===== config.mk =====
export PLATFORM = sky130hd
export DESIGN_NAME = greatest_common_divisor
export DESIGN_NICKNAME = d
export VERILOG_FILES = /design/src/hdl/gcd_pkg.sv /design/src/hdl/gcd_datapath.sv /design/src/hdl/gcd_ctrl.sv /design/src/hdl/greatest_common_divisor.sv
export SDC_FILE = /design/constraint.sdc
export NUM_CORES = 1
export LEC_CHECK = 0
export ABC_AREA = 1
export BUFFER_PORTS_ARGS = -buffer_cell sky130_fd_sc_hd__buf_4
export CORE_MARGIN = 5
export CORE_UTILIZATION = 45
export DETAILED_ROUTE_END_ITERATION = 10
export PLACE_DENSITY = 0.75
export SYNTH_ARGS = -nofsm -noshare
export SYNTH_HDL_FRONTEND = slang
export SYNTH_SLANG_ARGS = --single-unit

===== constraint.sdc =====
create_clock -name clk -period 10.5 [get_ports clk]
set_input_delay 1.575 -clock clk [delete_from_list [all_inputs] [get_ports clk]]
set_output_delay 1.575 -clock clk [all_outputs]
set_load 0.05 [all_outputs]

===== src/hdl/gcd_pkg.sv =====
// ----------------------------------------------------------------------------
// gcd_pkg
// Shared command and status types for the GCD controller and datapath.
// ----------------------------------------------------------------------------
package gcd_pkg;

  // Commands from the controller to the datapath
  typedef struct packed {
    logic load;    // capture operands, clear shift count
    logic step;    // one binary GCD reduction step
    logic finish;  // form the result from the reduced operand
  } gcd_cmd_t;

  // Status from the datapath to the controller
  typedef struct packed {
    logic in_zero;  // an incoming operand is zero
    logic done;     // working operands are equal and odd
  } gcd_stat_t;

endpackage


===== src/hdl/gcd_datapath.sv =====
// ----------------------------------------------------------------------------
// gcd_datapath
// Working operands, common power-of-two count and result register.
// ----------------------------------------------------------------------------
module gcd_datapath #(
  parameter int OPERAND_BITS = 31
) (
  input  logic                    clk,
  input  logic                    rst_n,
  input  gcd_pkg::gcd_cmd_t       cmd,
  output gcd_pkg::gcd_stat_t      stat,
  input  logic [OPERAND_BITS-1:0] operand_a,
  input  logic [OPERAND_BITS-1:0] operand_b,
  output logic [OPERAND_BITS-1:0] divisor_out,
  output logic                    zero_error
);

  localparam int KW = $clog2(OPERAND_BITS);

  logic [OPERAND_BITS-1:0] a_r, a_nxt;
  logic [OPERAND_BITS-1:0] b_r, b_nxt;
  logic [KW-1:0]           k_r, k_nxt;
  logic [OPERAND_BITS-1:0] res_r, res_nxt;
  logic                    err_r, err_nxt;
  logic [OPERAND_BITS-1:0] a_minus_b;
  logic [OPERAND_BITS-1:0] b_minus_a;
  logic                    in_zero;

  assign in_zero   = (operand_a == '0) || (operand_b == '0);
  assign a_minus_b = a_r - b_r;
  assign b_minus_a = b_r - a_r;

  assign stat.in_zero = in_zero;
  assign stat.done    = (a_r == b_r) && a_r[0];

  always_comb begin
    a_nxt   = a_r;
    b_nxt   = b_r;
    k_nxt   = k_r;
    res_nxt = res_r;
    err_nxt = err_r;
    if (cmd.load) begin
      a_nxt   = operand_a;
      b_nxt   = operand_b;
      k_nxt   = '0;
      err_nxt = in_zero;
      res_nxt = '0;
    end else if (cmd.finish) begin
      res_nxt = a_r << k_r;
    end else if (cmd.step) begin
      if (!a_r[0] && !b_r[0]) begin
        // common factor of two
        a_nxt = a_r >> 1;
        b_nxt = b_r >> 1;
        k_nxt = k_r + KW'(1);
      end else if (!a_r[0]) begin
        a_nxt = a_r >> 1;
      end else if (!b_r[0]) begin
        b_nxt = b_r >> 1;
      end else if (a_r > b_r) begin
        // odd minus odd is even, so halve right away
        a_nxt = a_minus_b >> 1;
      end else begin
        b_nxt = b_minus_a >> 1;
      end
    end
  end

  always_ff @(posedge clk) begin
    a_r   <= a_nxt;
    b_r   <= b_nxt;
    k_r   <= k_nxt;
    res_r <= res_nxt;
    if (!rst_n) begin
      err_r <= 1'b0;
    end else begin
      err_r <= err_nxt;
    end
  end

  assign divisor_out = res_r;
  assign zero_error  = err_r;

endmodule


===== src/hdl/gcd_ctrl.sv =====
// ----------------------------------------------------------------------------
// gcd_ctrl
// Sequencer: load, iterate until the operands meet, hold the result.
// ----------------------------------------------------------------------------
module gcd_ctrl (
  input  logic               clk,
  input  logic               rst_n,
  input  logic               in_valid,
  output logic               in_ready,
  output logic               out_valid,
  input  logic               out_ready,
  output gcd_pkg::gcd_cmd_t  cmd,
  input  gcd_pkg::gcd_stat_t stat
);

  localparam logic [1:0] ST_IDLE = 2'd0;
  localparam logic [1:0] ST_WORK = 2'd1;
  localparam logic [1:0] ST_DONE = 2'd2;

  logic [1:0] state_r, state_nxt;
  logic       accept;

  assign in_ready  = (state_r == ST_IDLE) || ((state_r == ST_DONE) && out_ready);
  assign out_valid = (state_r == ST_DONE);
  assign accept    = in_valid && in_ready;

  always_comb begin
    state_nxt  = state_r;
    cmd.load   = 1'b0;
    cmd.step   = 1'b0;
    cmd.finish = 1'b0;
    case (state_r)
      ST_IDLE: begin
        if (accept) begin
          cmd.load  = 1'b1;
          state_nxt = stat.in_zero ? ST_DONE : ST_WORK;
        end
      end
      ST_WORK: begin
        if (stat.done) begin
          cmd.finish = 1'b1;
          state_nxt  = ST_DONE;
        end else begin
          cmd.step = 1'b1;
        end
      end
      ST_DONE: begin
        if (accept) begin
          cmd.load  = 1'b1;
          state_nxt = stat.in_zero ? ST_DONE : ST_WORK;
        end else if (out_ready) begin
          state_nxt = ST_IDLE;
        end
      end
      default: begin
        state_nxt = ST_IDLE;
      end
    endcase
  end

  always_ff @(posedge clk) begin
    if (!rst_n) begin
      state_r <= ST_IDLE;
    end else begin
      state_r <= state_nxt;
    end
  end

endmodule


===== src/hdl/greatest_common_divisor.sv =====
// ----------------------------------------------------------------------------
// greatest_common_divisor
// Binary GCD of two unsigned operands, one result per transaction.
// ----------------------------------------------------------------------------
//  channel | ports                                   | dir | transaction
//  --------+-----------------------------------------+-----+----------------------
//  in      | in_valid in_ready in_operand_a/_b       | in  | two operands
//  out     | out_valid out_ready out_divisor_out     | out | GCD and zero flag
//          | out_zero_error                          |     |
//
//  Sequence: a load, then one reduction step per cycle until the working
//  operands are equal and odd, then a finish step. Steps are data dependent.
//  A zero operand skips the loop: result 0 with out_zero_error set.
//  Reset (rst_n low, synchronous) returns the controller to idle.
//  One transaction in flight; the next is taken in the cycle the result goes.
// ----------------------------------------------------------------------------
module greatest_common_divisor #(
  parameter int OPERAND_BITS = 31
) (
  input  logic                    clk,
  input  logic                    rst_n,
  input  logic                    in_valid,
  output logic                    in_ready,
  input  logic [OPERAND_BITS-1:0] in_operand_a,
  input  logic [OPERAND_BITS-1:0] in_operand_b,
  output logic                    out_valid,
  input  logic                    out_ready,
  output logic [OPERAND_BITS-1:0] out_divisor_out,
  output logic                    out_zero_error
);

  gcd_pkg::gcd_cmd_t  cmd;
  gcd_pkg::gcd_stat_t stat;

  // Controller: sequencing and handshakes
  gcd_ctrl u_ctrl (
    .clk       (clk),
    .rst_n     (rst_n),
    .in_valid  (in_valid),
    .in_ready  (in_ready),
    .out_valid (out_valid),
    .out_ready (out_ready),
    .cmd       (cmd),
    .stat      (stat)
  );

  // Datapath: Stein reduction. Common factors of two are counted and
  // restored by a left shift of the odd part at the end.
  gcd_datapath #(
    .OPERAND_BITS (OPERAND_BITS)
  ) u_dp (
    .clk         (clk),
    .rst_n       (rst_n),
    .cmd         (cmd),
    .stat        (stat),
    .operand_a   (in_operand_a),
    .operand_b   (in_operand_b),
    .divisor_out (out_divisor_out),
    .zero_error  (out_zero_error)
  );

endmodule


# Yosys cells after proc, flatten, opt, wreduce, memory -nomap -nowiden
# Index checks and enable logic that the tools add are counted.
# word_totals
ff_bits,101
latch_bits,0
ramBits,0
romBits,0
in_bits,66
word_cells,69
n_memories,0
# op_classes
n_addsub,3
mul,0
n_div,0
n_lt_le_gt_ge,1
n_eq_ne,10
shifts,1
muxes,25
bitwise,1
n_reduce_logical,20
# op_table
op,n
$mux W31,14
$logic_not A31 Y1,2
$sub A31 B31 Y31,2
$eq A31 B31 Y1,1
$gt A31 B31 Y1,1
$shl A31 B5 Y31,1
$mux W2,6
$ne A4 B4 Y1 const B,3
$reduce_and A3 Y1,3
$reduce_and A4 Y1,2
$pmux W2 S3,1
$add A5 B1 Y5 const B,1
$logic_and A1 B1 Y1,4
$mux W1,4
$ne A2 B1 Y1 const B,2
$ne A3 B1 Y1 const B,1
$reduce_bool A3 Y1,1
$eq A2 B1 Y1 const B,1
$eq A2 B2 Y1 const B,1
$logic_not A1 Y1,2
$logic_not A2 Y1,1
$logic_or A1 B1 Y1,2
$ne A2 B2 Y1 const B,1
$reduce_and A2 Y1,1
other kinds (3),3

# Logic depth before layout (Yosys ltp)
# depth
word_depth,8
mapped_depth,17

# Cells and area by module
# From an unflattened synthesis, not the netlist that was laid out.
# hier_totals
hier_cells,1817
area_unflattened_um2,10869.2
# modules_own_cells
module,n_inst,cells_each,area_per_inst_um2,seq_area_each_um2
gcd_datapath,1,1786,10696.5,2602.5
gcd_ctrl,1,31,172.7,40.0

# Least setup slack after synthesis
# OpenSTA, ideal clock, no wires.
# synth_path
path_type,input-to-reg
startpoint,input out_ready
endpoint,register u_dp.a_r[10] (enable)
setup_time_ps,417
arrival_time_ps,4405
t_required_ps,10083
slack_ps,5678
cell_stages,7
cell_sequence,inv_1 a21oi_1 nand2_1 buf_1 nand2_1 o31ai_1 nor2_1
# synth_between
elab_chain_len,7
word_cells_on_any_way,10
cone_classes,eq/ne: 3; mux: 2; reduce/logical: 5
# synth_rtl
item,line,text
start: declaration,greatest_common_divisor.sv:27,"input logic out_ready,"
$logic_and A1 B1 Y1 (*),gcd_ctrl.sv:23,assign in_ready = (state_r == ST_IDLE) || ((state_r == ST_DONE) && out_ready);
$logic_or A1 B1 Y1 (*),gcd_ctrl.sv:23,
named net in_ready,greatest_common_divisor.sv:23,"output logic in_ready,"
$logic_and A1 B1 Y1 (*),gcd_ctrl.sv:25,assign accept = in_valid && in_ready;
$mux W1 (*),"gcd_ctrl.sv:34, gcd_ctrl.sv:48",
$mux W1 (*),-,
$ne A4 B4 Y1 (no line) (tied with other cells),-,
$reduce_and A4 Y1 (no line) (*),-,
end signal: assignment,gcd_datapath.sv:70,a_r <= a_nxt;
end: declaration,gcd_datapath.sv:20,"logic [OPERAND_BITS-1:0] a_r, a_nxt;"
# The timed path passes the listed nets; every way through them passes the cells marked *.
# A chain may end at the register's enable or synchronous reset.

# Worst setup path in the final report
# layout_path
startpoint,input out_ready
endpoint,register u_dp.b_r[20] (enable)
# layout_between
elab_chain_len,7
word_cells_on_any_way,10
cone_classes,eq/ne: 2; mux: 2; reduce/logical: 6
# layout_rtl
item,line,text
$logic_and A1 B1 Y1 (*),gcd_ctrl.sv:23,
$logic_or A1 B1 Y1 (*),gcd_ctrl.sv:23,
$logic_and A1 B1 Y1 (*),gcd_ctrl.sv:25,
$mux W1 (*),"gcd_ctrl.sv:34, gcd_ctrl.sv:48",
$mux W1 (*),-,
$ne A4 B4 Y1 (no line) (tied with other cells),-,
$reduce_and A4 Y1 (no line) (*),-,
end signal: assignment,gcd_datapath.sv:71,b_r <= b_nxt;
end: declaration,gcd_datapath.sv:21,"logic [OPERAND_BITS-1:0] b_r, b_nxt;"
# Every way passes the cells marked *; elsewhere a longest branch is shown, timed or not.

==> impl_metrics.yaml <==
grt:
  first_global_vias: 11236
  globalRouteMet2Util_pct: 44.64
  met3_usage_pct: 3.475
  grtUsageTotal_pct: 27.02
  grt_pass1_wl_um: 60350
  grt-busiest-layer: "met2"
  grt-ovfl-total: 0
  grtUsageMet1_pct: 36.34
  grt_max_degree: 91
  antenna_found_initial: 0
die:
  dieArea_sq_um: 27490
  ioPinCount: 100
  placementRows: 57
  start_util_pct: 45.32
  die_h_um: 165.8
  die_w_um: 165.8
  core_sq_um: 24110
timing:
  hold_viol_final: 0
  finalSetupViolCount: 0
  hold_ws_ns: 0.4697
  slew_headroom_pct: 29.09
  max_freq_mhz: 233.9
  finClkSkew_ns: 0.008220
  slew_viol_final: 0
  period_share_pct: 40.71
  post-route-min-period_ns: 4.275
  rsz0062_at_grt: "no"
  worst_pin_slew_ns: 1.062
  fin_tns_setup_ns: 0
yosys:
  synth_seq_cells: 101
  netlist.area_leader.share_pct: 20.07
  ys_types: 41
  ys_top_cells_by_count: "nand2_1 (584), inv_1 (301), nor2_1 (182)"
  synth.area.top_cells: "nand2_1 (20%), edfxtp_1 (17%), inv_1 (10%)"
  synth.avg_cell_area_sq_um: 5.892
  synth_area_leader_cell: "nand2_1"
  ys_warn_count: 0
  synth_edf_count: 62
  synth.most_common_cell: "nand2_1"
  synth_area_sq_um: 10920
  syn_inst: 1854
  async_reset_ff_share_pct: 0
  synth_nets: 1986
  ys.flop_type: "edfxtp_1"
  seq_area_frac_synth_pct: 24.19
pwr:
  peakVddDrop_uv: 106.6
  p_leak_nw: 6.352
  p_per_area_nw_per_um2: 240.8
cts:
  clock_latency_ns: 0.36
  post_cts_resized: 0
  numCtsBuffers: 9
  cts_tree: "yes"
  clock_sinks: 101
  hold_buffers: 0
  cts_setup_buffers: 0
  clk_pin_slew_ns: 0.08
  cts_buffer_depth: 2
  cts_root_buffer: "clkbuf_16"
  htreeDepth: 3
critical_path:
  worstPathArrival_ns: 4.37
  crit_type: "in -> reg"
  cp_top_family: "buffers and inverters"
  crit_fanout: 44
  crit_path_end_kind: "register"
  critPathSlowestCell: "clkinv_1"
  critPathLaunchType: "primary input"
  critPathBufInv: 5
  cp.depth: 10
  worstPathRequired_ns: 10.59
  regToRegStartpoint: "u_dp.a_r[2]"
  worstReg2RegEnd: "u_dp.a_r[22]"
  reg2reg_depth: 16
  r2r_slack_ns: 6.49
  crit_chain: "buf_4 -> inv_1 -> a21oi_1 -> nand2_4 -> clkinv_1 -> nor3_1 -> a21oi_1 -> nand2_1 -> inv_1 -> buf_4"
  max_stage_delay_ns: 0.88
drt:
  dr.pass1.iters: 6
  vias_per_cell: 5.387
  antenna_left: 0
  first_iter_violations: 1375
  wire_per_inst_um: 17.17
  drt_wl_total_um: 38070
  drc_errors: 0
  vias: 11942
min_path:
  hp-class: "reg -> reg"
  min-delay-start: "u_dp.divisor_out[3]"
  hold_depth: 2
  min_to: "u_dp.divisor_out[3]"
final_layout:
  final_cells: 2217
  final_nets: 2020
  area_growth_pct: 10.29
  antenna_cells: 0
  drive_above_1_share_pct: 8.452
run:
  max_cap_viol_count: 0
placed_design:
  dp.cells: 2201
  hpwl_um: 30120
  gp_congestion: 1.008
  io_buffers: 99
run_status:
  outcome: "completed"
-- cell families after synthesis --
| family | Yosys count | synth area share (%) |
|---|---|---|
| flip-flops | 101 | 24.19 |
| XOR/XNOR | 33 | 2.646 |
| buffers and inverters | 401 | 14.63 |
| adder cells (fa/ha/maj) | 66 | 7.697 |
| multiplexers | 10 | 0.9163 |
| AO/OA/AOI/OAI | 278 | 13.50 |
| AND/OR/NAND/NOR | 965 | 36.42 |
-- cells in the final DEF, fill, tap and decap left out, drive strengths merged, types with 22 or more instances in the layout --
cell    synthesis  layout
nand4          26      26
nand3         124     124
o211ai         22      22
edfxtp         62      62
nor2          188     188
a21oi         118     118
inv           313     316
nand2         590     590
o21ai         126     126
dfxtp          39      39
buf            42     106
ha             64      64
xor2           31      31
-- worst max path at each step --
stage,endpoint,startpoint
floorplan,u_dp.a_r[10],out_ready
global placement,u_dp.b_r[20],out_ready
detailed placement,u_dp.b_r[27],out_ready
CTS,u_dp.b_r[29],out_ready
global route,u_dp.b_r[20],out_ready
finish,u_dp.b_r[20],out_ready
-- registers in the layout, summed over array words and instances, names as in the netlist --
register          flops
u_dp.k_r              5
u_ctrl.state_r        2
u_dp.zero_error       1
u_dp.divisor_out     31
u_dp.b_r             31
u_dp.a_r             31
-- metrics by stage --
stage,total power [mW],setup WS [ns],util (%),cell area [sq um]
global placement,2.467,5.924,48.71,11740
finish,2.901,6.225,49.98,12050
floorplan,1.947,5.678,-,10920
detailed placement,2.486,5.892,48.71,11740
CTS,2.855,6.238,49.98,12050
global route,3.134,5.892,49.98,12050
-- final cells by class --
class                           instances  area (sq um)
Clock buffer                            9         225.2
Clock inverter                          7         81.33
Fill cell                            2613         12060
Inverter                              318          1195
Multi-Input combinational cell       1352          6701
Sequential cell                       101          2644
Tap cell                              324         405.4
Timing Repair Buffer                  106         795.8
-- power by group --
group	total, mW	internal [mW]	switching [mW]
sequential	0.598	0.533	0.0647
combinational	1.94	0.584	1.36
clock	0.364	0.189	0.174
-- worst register-to-register path: cells and delay by family (launching register included) --
kind,cells,cell delay [ns]
and+or+nand+nor,12,1.99
DFF,1,0.43
buffers and inverters,3,0.73
adders and majority gates,1,0.53
-- metal layers --
layer	routed length, um	part of all wire, %
met2	17250	45
met1	16360	43
met5	0	0
met4	1482	3.9
met3	2972	7.8
Power figures use the tool's default switching activity.
